File: config.mk
export PLATFORM = sky130hd
export DESIGN_NAME = radio_frame_segmenter
export DESIGN_NICKNAME = d
export VERILOG_FILES = /design/src/hw/rtl/rfs_pkg.sv /design/src/hw/rtl/radio_frame_segmenter.sv
export SDC_FILE = /design/constraint.sdc
export NUM_CORES = 1
export LEC_CHECK = 0
export ABC_AREA = 0
export BUFFER_PORTS_ARGS = -buffer_cell sky130_fd_sc_hd__buf_2
export CAP_MARGIN = 5
export CELL_PAD_IN_SITES_DETAIL_PLACEMENT = 1
export CELL_PAD_IN_SITES_GLOBAL_PLACEMENT = 2
export CORE_MARGIN = 3
export CORE_UTILIZATION = 36
export DETAILED_ROUTE_END_ITERATION = 10
export PLACE_DENSITY = 0.86
export SYNTH_ARGS = -nofsm -noshare
export SYNTH_HDL_FRONTEND = slang
export SYNTH_SLANG_ARGS = --single-unit
File: constraint.sdc
create_clock -name clk -period 6.76 [get_ports clk]
set_clock_uncertainty 0.2 [all_clocks]
set_input_delay 0.338 -clock clk [delete_from_list [all_inputs] [get_ports clk]]
set_output_delay 0.338 -clock clk [all_outputs]
set_load 0.005 [all_outputs]
File: src/hw/rtl/rfs_pkg.sv
// Package for the radio frame segmenter.
// Holds the header constants, beat phase codes and the result beat type.
// No dependencies.
package rfs_pkg;

  localparam int unsigned PayloadW = 7;
  localparam int unsigned SizeW    = 16;
  localparam int unsigned ByteW    = 8;
  localparam int unsigned PhaseW   = 3;

  localparam logic [PayloadW-1:0] MAX_PAYLOAD_RST = 7'd112;
  localparam logic [PayloadW-1:0] LEN_OVERHEAD    = 7'd5;
  localparam logic [ByteW-1:0]    FC_BYTE0        = 8'h01;
  localparam logic [ByteW-1:0]    FC_BYTE1        = 8'h00;

  // Order in which the beats of one accepted item leave the block.
  localparam logic [PhaseW-1:0] PH_LEN  = 3'd0;
  localparam logic [PhaseW-1:0] PH_FC0  = 3'd1;
  localparam logic [PhaseW-1:0] PH_FC1  = 3'd2;
  localparam logic [PhaseW-1:0] PH_SEQ  = 3'd3;
  localparam logic [PhaseW-1:0] PH_DATA = 3'd4;

  typedef struct packed {
    logic [ByteW-1:0] frame_byte;
    logic             frame_start;
    logic             frame_end;
    logic             last_of_item;
  } beat_t;

endpackage

File: src/hw/rtl/radio_frame_segmenter.sv
// Radio frame segmenter top level: cuts a byte stream into frames with a
// four-byte header (length, frame control, sequence number).
// Depends on rfs_pkg.
//
//   channel  direction  handshake          payload
//   in       input      in_valid/in_stall  in_data_byte, in_message_size
//   out      output     out_valid/out_stall out_frame_byte, out_frame_start,
//                                          out_frame_end, out_last_of_item
//   cfg      input      cfg_we             cfg_data (max_payload)
//
// A payload byte inside a frame leaves as a single data beat; the byte that
// opens a frame follows the four header beats through the single output
// register. One item register holds the accepted byte while its beats drain;
// a new byte is taken as the previous data beat leaves. Reset is synchronous
// and clears all control state and sets max_payload to 112. A stall on the
// output holds the output register and, with item beats left, stalls the input.
module radio_frame_segmenter (
  input  logic        clk,
  input  logic        rst_n,
  input  logic        in_valid,
  output logic        in_stall,
  input  logic [7:0]  in_data_byte,
  input  logic [15:0] in_message_size,
  output logic        out_valid,
  input  logic        out_stall,
  output logic [7:0]  out_frame_byte,
  output logic        out_frame_start,
  output logic        out_frame_end,
  output logic        out_last_of_item,
  input  logic        cfg_we,
  input  logic [6:0]  cfg_data
);

  logic [rfs_pkg::PayloadW-1:0] max_payload_r;
  logic [rfs_pkg::SizeW-1:0]    msg_left_r;
  logic [rfs_pkg::PayloadW-1:0] chunk_left_r;
  logic [rfs_pkg::ByteW-1:0]    seq_r;

  // Item register: one accepted byte and the header it opens, if any.
  logic                         pend_valid_r;
  logic [rfs_pkg::PhaseW-1:0]   phase_r;
  logic [rfs_pkg::ByteW-1:0]    pend_byte_r;
  logic [rfs_pkg::PayloadW-1:0] pend_len_r;
  logic [rfs_pkg::ByteW-1:0]    pend_seq_r;
  logic                         pend_end_r;

  logic                         out_valid_r;
  rfs_pkg::beat_t               out_beat_r;

  logic                         in_acc;
  logic                         out_load;
  logic                         idle_msg;
  logic                         drop;
  logic                         hdr;
  logic [rfs_pkg::SizeW-1:0]    msg_cur;
  logic [rfs_pkg::PayloadW-1:0] chunk_cur;
  logic [rfs_pkg::PayloadW-1:0] cap;
  logic [rfs_pkg::PayloadW-1:0] chunk;
  logic [rfs_pkg::PayloadW-1:0] chunk_after;
  logic                         pend_done;
  rfs_pkg::beat_t               beat;

  assign out_load  = !out_valid_r || !out_stall;
  assign pend_done = pend_valid_r && out_load && (phase_r == rfs_pkg::PH_DATA);
  assign in_stall  = pend_valid_r && !pend_done;
  assign in_acc    = in_valid && !in_stall;

  // Frame arithmetic for the incoming byte.
  always_comb begin
    idle_msg  = (msg_left_r == '0);
    drop      = idle_msg && (in_message_size == '0);
    msg_cur   = idle_msg ? in_message_size : msg_left_r;
    chunk_cur = idle_msg ? '0 : chunk_left_r;
    hdr       = (chunk_cur == '0);
    cap       = (max_payload_r == '0) ? 7'd1 : max_payload_r;
    chunk     = (msg_cur > {{(rfs_pkg::SizeW-rfs_pkg::PayloadW){1'b0}}, cap}) ?
                cap : msg_cur[rfs_pkg::PayloadW-1:0];
    chunk_after = (hdr ? chunk : chunk_cur) - 7'd1;
  end

  always_comb begin
    beat = '0;
    case (phase_r)
      rfs_pkg::PH_LEN: begin
        beat.frame_byte  = {1'b0, pend_len_r};
        beat.frame_start = 1'b1;
      end
      rfs_pkg::PH_FC0: beat.frame_byte = rfs_pkg::FC_BYTE0;
      rfs_pkg::PH_FC1: beat.frame_byte = rfs_pkg::FC_BYTE1;
      rfs_pkg::PH_SEQ: beat.frame_byte = pend_seq_r;
      rfs_pkg::PH_DATA: begin
        beat.frame_byte   = pend_byte_r;
        beat.frame_end    = pend_end_r;
        beat.last_of_item = 1'b1;
      end
      default: beat = '0;
    endcase
  end

  always_ff @(posedge clk) begin
    if (!rst_n) begin
      max_payload_r <= rfs_pkg::MAX_PAYLOAD_RST;
      msg_left_r    <= '0;
      chunk_left_r  <= '0;
      seq_r         <= '0;
      pend_valid_r  <= 1'b0;
      phase_r       <= rfs_pkg::PH_DATA;
      out_valid_r   <= 1'b0;
    end else begin
      if (cfg_we) begin
        max_payload_r <= cfg_data;
      end
      if (out_load) begin
        out_valid_r <= pend_valid_r;
      end
      // A new item is only taken as the previous data beat leaves, so it simply
      // takes over the item register.
      if (in_acc && !drop) begin
        msg_left_r   <= msg_cur - 16'd1;
        chunk_left_r <= chunk_after;
        seq_r        <= seq_r + {{(rfs_pkg::ByteW-1){1'b0}}, hdr};
        pend_valid_r <= 1'b1;
        phase_r      <= hdr ? rfs_pkg::PH_LEN : rfs_pkg::PH_DATA;
      end else if (pend_valid_r && out_load) begin
        if (phase_r == rfs_pkg::PH_DATA) begin
          pend_valid_r <= 1'b0;
        end else begin
          phase_r <= phase_r + 3'd1;
        end
      end
    end
  end

  // Payload registers carry no reset.
  always_ff @(posedge clk) begin
    if (out_load) begin
      out_beat_r <= beat;
    end
    if (in_acc && !drop) begin
      pend_byte_r <= in_data_byte;
      pend_len_r  <= chunk + rfs_pkg::LEN_OVERHEAD;
      pend_seq_r  <= seq_r;
      pend_end_r  <= (chunk_after == '0);
    end
  end

  assign out_valid        = out_valid_r;
  assign out_frame_byte   = out_beat_r.frame_byte;
  assign out_frame_start  = out_beat_r.frame_start;
  assign out_frame_end    = out_beat_r.frame_end;
  assign out_last_of_item = out_beat_r.last_of_item;

`ifndef SYNTH
  a_stall_only_busy: assert property (@(posedge clk) disable iff (!rst_n)
    in_stall |-> pend_valid_r)
    else $error("input stalled with an empty item register");

  a_start_not_last: assert property (@(posedge clk) disable iff (!rst_n)
    out_valid && out_frame_start |-> !out_last_of_item)
    else $error("length byte marked as last beat of its item");

  a_end_is_last: assert property (@(posedge clk) disable iff (!rst_n)
    out_valid && out_frame_end |-> out_last_of_item)
    else $error("frame end on a header beat");

  a_header_steps: assert property (@(posedge clk) disable iff (!rst_n)
    pend_valid_r && out_load && (phase_r == rfs_pkg::PH_LEN)
    |=> pend_valid_r && (phase_r == rfs_pkg::PH_FC0))
    else $error("header beats out of order");

  a_start_follows_load: assert property (@(posedge clk) disable iff (!rst_n)
    pend_valid_r && out_load && (phase_r == rfs_pkg::PH_LEN)
    |=> out_valid && out_frame_start)
    else $error("length byte did not reach the output register");
`endif

endmodule
==> summary.md <==
| Metric | Value |
|---|---|
| DRC violations left | 0 |
| Fraction of layout cells with a size suffix above 1 | 16.6% |
| Via count | 3711 |
| Crit path capture type | flip-flop |
| Fin crit period | 5.28 ns |
| Final Hold Fails | 0 |
| Seq/Total Area, Yosys | 44.4% |
| Critical Path AT | 5.35 ns |
| CTS buffer count | 9 |
| Worst-path clk slew | 0.06 ns |
| Die Ht | 115 um |
| Grt ovf | 0 |
| RSZ-0062 raised after global routing | no |
| Nets | 574 |
| Worst-margin pin slew | 0.718 ns |
| Vias in the first global route | 3835 |
| Cell variety after synth | 67 |
| Crit-path slowest cell | or4_1 |
| Worst Hold Class | in2reg |
| Clock root cell | clkbuf_16 |
| Synth async-reset ratio | 0% |
| Max transition margin | 51.9% |
| Full die area | 13300 um2 |
| Remaining antenna violation count after routing | 0 |
| Global-route wire length before repair | 19.8 mm |
| Filler cell count | 1336 |
| Site Rows | 39 |
| First drt pass iteration count | 4 |
| Yosys warning total | 0 |
| Routability cong. | 0.847 |
| Vias per std cell | 5.52 |
| Critical path, cell by cell | nor3_1, nand4_1, nor3_1, buf_4, a21o_1, ha_1, nand4_1, a21oi_1, a21oi_1, a2bb2oi_2, a21oi_1, buf_4, mux2i_1, a21boi_1, ha_1, nand2_1, or4_1, a41oi_1 |
| Synth top area cells | edfxtp_1 24%, dfxtp_1 20%, nor2_1 4.6% |
| Maximum fanout along the worst path | 21 |
| Area grow syn2layout | 17.0% |
| DP Wirelength | 8.74 mm |
| Max_cap viols | 0 |
| Final Non-Filler Cells | 672 |
| Number of port buffers | 48 |
| Htree depth | 3 |
| Synth Instances | 472 |
| Status | finished, final reports clean |
| Dpl cells | 646 |
| Setup tns final | 0 ns |
| Chip Width | 115 um |
| Worst-skew pair later-pin latency | 0.35 ns |
| Post-synth top area share | 24.4% |
| Number of synthesized register bits | 78 |
| Synth Flop Type | dfxtp_1 |
| Post-CTS Setup Bufs | 0 |
| Antenna Cells | 0 |
| Cell mode on critical path | a21oi_1 |
| Clk buf depth | 2 |
| Max Clk Rate | 0.190 GHz |
| Fin. max-slew vios | 0 |
| WP data required | 6.83 ns |
| CP max stage delay | 0.54 ns |
| Power Total | 2.72 mW |
| CP Launch Type | flip-flop |
| I/O Pins | 49 |
| Antenna violations before repair | 0 |
| Mean Syn Cell Area | 9.11 um2 |
| Largest net degree at the start of global routing | 45 |
| Initial Util | 37.2% |
| GRT Overall Usage | 19.2% |
| Synth area leader | edfxtp_1 |
| DR WL/cell | 17.6 um |
| Crit Path Category | reg2reg |
| VDD IR max | 0.000264 V |
| Period Utilization, post-route | 78.1% |
| Synth Cell Area | 4300 um2 |
| CTS tree | built |
| Core area | 11600 um2 |
| Syn Nets | 522 |
| PostCTS Resize Cnt | 0 |
| Sink Count | 78 |
| Post-Route WL | 11.8 mm |
| Final setup fails | 0 |
| Leak Pwr | 2.02 nW |
| Power density of the placed cells | 541 nW/um2 |
| EDFF count, synth | 35 |
| Iteration-0 DRC Markers | 203 |
## synthesized netlist by cell type (all sizes together), types with 4 or more instances
library cell	number
inv	19
xnor2	8
o211ai	9
nor3	14
nor2	53
ha	14
or2	4
nand2b	4
mux2i	12
o21a	4
xor2	9
nand4	9
nand2	53
edfxtp	35
o21ai	28
a31oi	6
dfxtp	43
and2	4
a22oi	9
mux2	7
clkbuf	16
nand3b	4
nand3	15
nor2b	4
buf	7
a21o	4
a211oi	7
a21oi	28
## routing by layer
layer	vias up	routed length (um)	GRT usage (%)
met5	-	0	0
li1	1835	-	-
met3	20	470	5.74
met1	1786	5440	23.8
met2	70	5660	31.8
met4	0	271	6.65
## path summary, 6_finish.rpt
path / start / end / slack, ns / depth (start not counted)
hold / removal: cfg_data[6] / max_payload_r[6] / 0.02 / 3
hold reg to reg: seq_r[7] / pend_seq_r[7] / 0.25 / 0
setup / recovery: msg_left_r[10] / chunk_left_r[4] / 1.48 / 18
setup reg to reg: msg_left_r[10] / chunk_left_r[4] / 1.48 / 18
## critical path, delay by kind of cell, from the launching register on
kind / cells / cell delay, ns
AOI/OAI and AO/OA: 7 / 1.35
adders and majority gates: 2 / 0.53
buffers and inverters: 2 / 0.56
DFF: 1 / 0.35
and+or+nand+nor: 6 / 1.90
muxes: 1 / 0.31
## registers in the layout, indices dropped and copies added (netlist names), 3 cells and up
signal          flops
chunk_left_r        7
max_payload_r       7
msg_left_r         16
out_frame_byte      8
pend_byte_r         8
pend_len_r          7
pend_seq_r          8
phase_r             3
seq_r               8
## area by class of cell
type / count / area (um2) / area share, %
multi-input cells: 352 / 2210 / 43.9
flip-flops and latches: 78 / 1910 / 38.0
repair buffers: 64 / 385 / 7.66
clock buffers: 10 / 229 / 4.55
well taps: 143 / 179 / 3.56
inverters: 19 / 71.3 / 1.42
clock inverters: 6 / 45.0 / 0.895
## kinds of logic (layout without fill, tap and decap cells)
| logic type | after synthesis | in the layout | share of synthesized area (%) |
|---|---|---|---|
| mux | 19 | 19 | 4.62 |
| flops | 78 | 78 | 44.4 |
| compound gates | 121 | 121 | 18.8 |
| buf+inv | 42 | 99 | 4.16 |
| simple gates | 181 | 181 | 20.4 |
| xor+xnor | 17 | 17 | 3.46 |
| fa+ha+maj | 14 | 14 | 4.07 |
## cell usage in the layout (no fill, tap or decap), types with 9 or more instances in the layout
| master | netlist | routed |
|---|---|---|
| buf_2 | 2 | 48 |
| dfxtp_1 | 43 | 43 |
| xor2_1 | 9 | 9 |
| clkbuf_16 | 0 | 9 |
| inv_1 | 18 | 17 |
| a21oi_1 | 27 | 27 |
| edfxtp_1 | 35 | 35 |
| a22oi_1 | 9 | 9 |
| nor3_1 | 14 | 14 |
| o211ai_1 | 9 | 9 |
| nand3_1 | 15 | 15 |
| mux2i_1 | 12 | 12 |
| o21ai_0 | 24 | 24 |
| nand4_1 | 9 | 9 |
| ha_1 | 14 | 14 |
| dlygate4sd3_1 | 0 | 10 |
| nand2_1 | 52 | 52 |
| nor2_1 | 53 | 53 |
## per-stage QoR
| step | util, % | setup WS, ns | hold WS, ns | area, um2 |
|---|---|---|---|---|
| 3_5_place_dp | 40.3 | 1.50 | 0.244 | 4660 |
| 4_1_cts | 43.5 | 1.51 | 0.0140 | 5030 |
| 2_1_floorplan | - | 1.96 | 0.228 | 4300 |
| 5_1_grt | 43.5 | 0.981 | 0.0261 | 5030 |
| 6_report | 43.5 | 1.48 | 0.0198 | 5030 |
| 3_3_place_gp | 40.3 | 1.84 | 0.238 | 4660 |
## power breakdown
group          internal, mW  switching, mW
clock                 0.251          0.202
combinational         0.598          0.935
sequential            0.644         0.0939
total                  1.49           1.23
## timing repair
action                                 4_1_cts  5_1_grt
setup endpoints to repair                    0        0
endpoints found under the hold margin       10        0
hold buffers                                10        0
(Power assumes the default switching activity.)
